## config.mk

```make
export PLATFORM = sky130hd
export DESIGN_NAME = mcs_ram
export DESIGN_NICKNAME = d
export VERILOG_FILES = /design/src/sv/mcs_ram.sv
export SDC_FILE = /design/constraint.sdc
export NUM_CORES = 2
export LEC_CHECK = 0
export BUFFER_PORTS_ARGS = -buffer_cell sky130_fd_sc_hd__buf_2
export CORE_AREA = 3 3 366 368
export DETAILED_ROUTE_END_ITERATION = 8
export DIE_AREA = 0 0 369 371
export MAX_ROUTING_LAYER = met4
export PLACE_DENSITY_LB_ADDON = 0.3
export SYNTH_ARGS = -nofsm -noshare
export SYNTH_HDL_FRONTEND = slang
export SYNTH_SLANG_ARGS = --single-unit
```

## constraint.sdc

```tcl
create_clock -name clk_i -period 9.3 [get_ports clk_i]
set_input_delay 1.395 -clock clk_i [delete_from_list [all_inputs] [get_ports clk_i]]
set_output_delay 1.395 -clock clk_i [all_outputs]
set_load 0.005 [all_outputs]
```

## src/sv/mcs_ram.sv

```systemverilog
// Generic single-write, single-read RAM with registered read data.
`timescale 1ns / 1ps

module mcs_ram #(
  parameter int unsigned WIDTH = 32,
  parameter int unsigned DEPTH = 64
) (
  input  logic                     clk_i,
  input  logic                     we_i,
  input  logic [$clog2(DEPTH)-1:0] waddr_i,
  input  logic [WIDTH-1:0]         wdata_i,
  input  logic [$clog2(DEPTH)-1:0] raddr_i,
  output logic [WIDTH-1:0]         rdata_o
);

  logic [WIDTH-1:0] mem_q [DEPTH];
  logic [WIDTH-1:0] rdata_q;

  always_ff @(posedge clk_i) begin
    if (we_i) begin
      mem_q[waddr_i] <= wdata_i;
    end
    rdata_q <= mem_q[raddr_i];
  end

  assign rdata_o = rdata_q;

endmodule

```

======== Word-level counts from Yosys, hierarchy flattened ========
Memory sizes are Yosys's and may differ from the RTL's. A register that Yosys moved wholly into a read port is not among the register bits.
Cells that the tools add are included.
storage, ports and cells
  register bits ........................... 0
  latch bits .............................. 0
  bits in writable memories ............... 2048
  bits in read-only memories .............. 0
  input port bits ......................... 46
  output and inout bits ................... 32
  logic and storage cells ................. 3
  memories kept ........................... 1
memory list
  name   words  bits a word  rd ports  clocked after Yosys merged registers in  write ports  RTL line  source
  mem_q  64     32           1         1                                        1            16        logic [WIDTH-1:0] mem_q [DEPTH];
cells by class
  $add $sub $neg .......................... 0
  multipliers ............................. 0
  divide/modulo/power cells ............... 0
  $lt $le $gt $ge ......................... 0
  equality and inequality tests ........... 0
  shift-type cells ........................ 0
  multiplexer cells ....................... 2
  bitwise operators ....................... 0
  reductions and logical operators ........ 0
operator list
  cell               count
  1-bit two-way mux  2

======== Logic depth before layout (Yosys ltp) ========
  depth in word-level cells ............... 2
  mapped depth ............................ 10
  gate-level depth less buffers ........... 5

======== Worst setup path before layout ========
No wires, ideal clock.
  kind .................................... input -> register
  start ................................... input port waddr_i[3]
  end ..................................... memory mem_q[48][0] (enable)
  library setup time ...................... 0.461 ns
  data arrival time ....................... 4.094 ns
  required time ........................... 8.839 ns
  slack ................................... 4.745 ns
  stages .................................. 4
  buffers on the path ..................... 1
  path through ............................ clkbuf_1 nor2b_1 nand4b_1 nor3_1
RTL lines
  item                RTL line  source
  start: declaration  10        input logic [$clog2(DEPTH)-1:0] waddr_i,
  end: declaration    16
No word-level cell before the write port.

==> impl_metrics.env <==
export IMPL_run_status="finished, final reports clean"
export IMPL_firstDrtPassIters=5
export IMPL_final_nets=3554
export IMPL_clock_sink_count=2080
export IMPL_grt_util_all_layers_pct=30.6
export IMPL_cts_htree_levels=4
export IMPL_half_perimeter_wire_length_after_detailed_placement_um=102000
export IMPL_combPwrFrac_pct=4.8
export IMPL_critPathMaxFanout=117
export IMPL_post_route_clock_period_utilization_pct=44.9
export IMPL_achievable_frequency_mhz=239
export IMPL_crit_buf_inv=2
export IMPL_wl_per_cell_um=36.5
export IMPL_tritoncts="done"
export IMPL_startpoint_type="primary input"
export IMPL_most_common_layout_cells="2048 x sky130_fd_sc_hd__edfxtp_1, 544 x sky130_fd_sc_hd__mux4_2, 194 x sky130_fd_sc_hd__clkbuf_16"
export IMPL_critical_path_arrival_ps=4820
export IMPL_maxCapViolations=0
export IMPL_endpoint_kind="flip-flop"
export IMPL_number_of_resized_instances_in_the_post_cts_repair_step=0
export IMPL_stdcell_count=5430
export IMPL_finalHoldViolations=0
export IMPL_core_rowCount=133
export IMPL_worst_r2r_path_depth=4
export IMPL_clock_root_buffer="sky130_fd_sc_hd__clkbuf_16"
export IMPL_power_density_nw_per_um2=217
export IMPL_drc=0
export IMPL_clkSlewWorstSetupHoldPaths_ps=60
export IMPL_mappedNetlistNets=3370
export IMPL_initial_core_util_pct=59.9
export IMPL_rrSetupSlack_ps=6880
export IMPL_critical_path_slowest_cell="sky130_fd_sc_hd__nor2b_1"
export IMPL_crit_cells=7
export IMPL_hold_path_class="flip-flop to flip-flop"
export IMPL_syn_instance_count=3324
export IMPL_synthesis_area_um2=78500
export IMPL_path_class="primary input to flip-flop"
export IMPL_layout_area_overhead_vs_synth_pct=11.6
export IMPL_synth_area_per_cell_um2=23.6
export IMPL_hold_path_startpoint="mem_q[12][4]"
export IMPL_timing_critical_path_to="rdata_o[17]"
export IMPL_timing_rr_end="rdata_o[7]"
export IMPL_placeable_core_area_um2=131000
export IMPL_irDropWorstVdd_uv=142
export IMPL_relSlewSlack_pct=7.84
export IMPL_post_cts_setup_buffer_count=0
export IMPL_slowest_delay_ps=690
export IMPL_grt_setup_unrepaired="no"
export IMPL_power_clock_fraction_pct=40.3
export IMPL_setup_ws_ps=5120
export IMPL_wirelength_um=198000
export IMPL_global_route_overflow_total=0
export IMPL_antenna_violations_before_repair=25
export IMPL_drt_vias_per_instance=6.93
export IMPL_final_common_cell="sky130_fd_sc_hd__edfxtp_1"
export IMPL_setup_tns_ps=0
export IMPL_fp_dieW_um=369
export IMPL_fp_dieH_um=371
export IMPL_rr_startpoint="mem_q[59][7]"
export IMPL_report_final_setup_viol=0
export IMPL_insertion_delay_to_the_later_sink_of_the_worst_skew_pair_ps=820
export IMPL_drt_first_iter_violations=5358
export IMPL_synth_warning_count=0
export IMPL_post_place_setup_slack_ps=4350
export IMPL_grt_pass1_wl_um=282000
export IMPL_ys_seq_area_share_pct=79.1
export IMPL_fp_dieArea_um2=137000
export IMPL_crit_chain="buf_8 -> buf_12 -> nor2b_1 -> a22oi_1 -> and3_1 -> o32ai_1 -> nor3_1"
export IMPL_internal_power_mw=15.0
export IMPL_worst_slew_pin_transition_ps=1380
export IMPL_cell_family_with_the_largest_share_of_critical_path_delay="buffers and inverters"
export IMPL_sw_frac_of_total_pct=21.0
export IMPL_grt_pass1_vias=38318
export IMPL_final_core_util_pct=66.8
export IMPL_tritoncts_num_buffers=192
export IMPL_postRouteAntennaNets=0
export IMPL_yosys_register_bits=2080
export IMPL_globalplace_congestion=0.815
export IMPL_io_pins=78
export IMPL_share_seq_of_total_power_pct=54.9
export IMPL_crit_required_ps=9950
export IMPL_number_of_vias_in_the_routed_layout=37612
export IMPL_place_inst=5069
export IMPL_leakagePower_nw=27.2
export IMPL_crit_start="raddr_i[1]"
export IMPL_fin_crit_ps=4180
export IMPL_io_buffer_count=77
export IMPL_largest_net_degree_at_the_start_of_global_routing=118
export IMPL_ctsLongestPathBuffers=3
export IMPL_final_setup_skew_ps=25.4
export IMPL_hold_buffers=0
export IMPL_final_layout_size_suffix_gt1_share_pct=28.8
export IMPL_report_final_slew_viol_count=0
export IMPL_synth_lib_cells_used_distinct=34
export IMPL_p_switching_mw=3.98
-- area by class of cell --
cell class              instances  area (um^2)
flip-flops and latches       2080        62100
multi-input cells            1062        16000
clock buffers                 239         5090
fillers                      7883        43500
clock inverters               112          997
diodes                         10         25.0
repair buffers                172         1220
well taps                    1755         2200
-- synthesized netlist by cell type (all sizes together) --
| cell | n | share of area (%) |
|---|---|---|
| edfxtp | 2048 | 78 |
| mux4 | 544 | 16 |
| nor2 | 137 | 0.65 |
| buf | 108 | 0.77 |
| mux2i | 93 | 1.2 |
| o22ai | 84 | 0.67 |
| clkbuf | 74 | 0.35 |
| a21oi | 62 | 0.40 |
| dfxtp | 32 | 0.82 |
| o221ai | 27 | 0.30 |
| nand2 | 26 | 0.12 |
| nor2b | 15 | 0.12 |
| a22oi | 12 | 0.11 |
| a311oi | 8 | 0.089 |
| nand2b | 8 | 0.064 |
| nor3 | 7 | 0.045 |
| nand3 | 5 | 0.032 |
| nand3b | 5 | 0.048 |
| or3b | 5 | 0.056 |
| a41o | 4 | 0.051 |
| and3 | 4 | 0.032 |
| o32ai | 4 | 0.045 |
| or2 | 3 | 0.024 |
| or3 | 3 | 0.024 |
| and2 | 2 | 0.016 |
| nand4 | 2 | 0.016 |
| a31oi | 1 | 0.0080 |
| nand4b | 1 | 0.011 |
-- layer usage --
metal,global-route usage [%],share of wire (%)
met5,-,0
met4,12.2,4.0
met3,8.91,13
met2,46.3,48
met1,39.8,34
-- logic make-up (layout without fill, tap and decap cells) --
kind of cell | Yosys count | after routing | share of synthesized area (%)
compound gates | 202 | 202 | 1.67
other cells | 0 | 10 | 0
mux | 637 | 637 | 16.8
buf+inv | 182 | 523 | 1.13
simple gates | 223 | 223 | 1.27
flops | 2080 | 2080 | 79.1
-- flip-flops by register name, indices dropped and copies added, names as in the netlist --
signal and count:
mem_q 2048, rdata_o 32
-- how the worst min path moves through the flow --
stage	slack [ps]	to	cells past startpoint
CTS	780	rdata_o[4]	4
global placement	770	rdata_o[8]	4
detailed placement	770	rdata_o[4]	4
floorplan	660	rdata_o[17]	4
global route	820	rdata_o[4]	4
finish	790	rdata_o[4]	4
-- worst reg2reg max path, delay by kind of cell, from the launching register on --
family | cells | cell delay [ps]
muxes | 2 | 970
DFF | 1 | 390
AOI/OAI and AO/OA | 1 | 780
and+or+nand+nor | 1 | 130
-- through the flow --
step / power, mW / hold WS (ps) / instance area, um^2
final: 19.0 / 791 / 87600
after global routing: 19.5 / 824 / 87600
after CTS: 19.1 / 777 / 87600
after detailed placement: 11.5 / 772 / 81500
after global placement: 11.5 / 767 / 81500
after floorplan: 11.1 / 663 / 78500
-- power by group through the flow --
stage,Clock (mW),Sequential [mW],Combinational [mW]
after global placement,0,10.6,0.873
after global routing,8.08,10.4,0.956
after floorplan,0,10.6,0.505
after detailed placement,0,10.6,0.899
final,7.65,10.4,0.909
after CTS,7.73,10.4,0.906
Power figures use the tool's default switching activity.
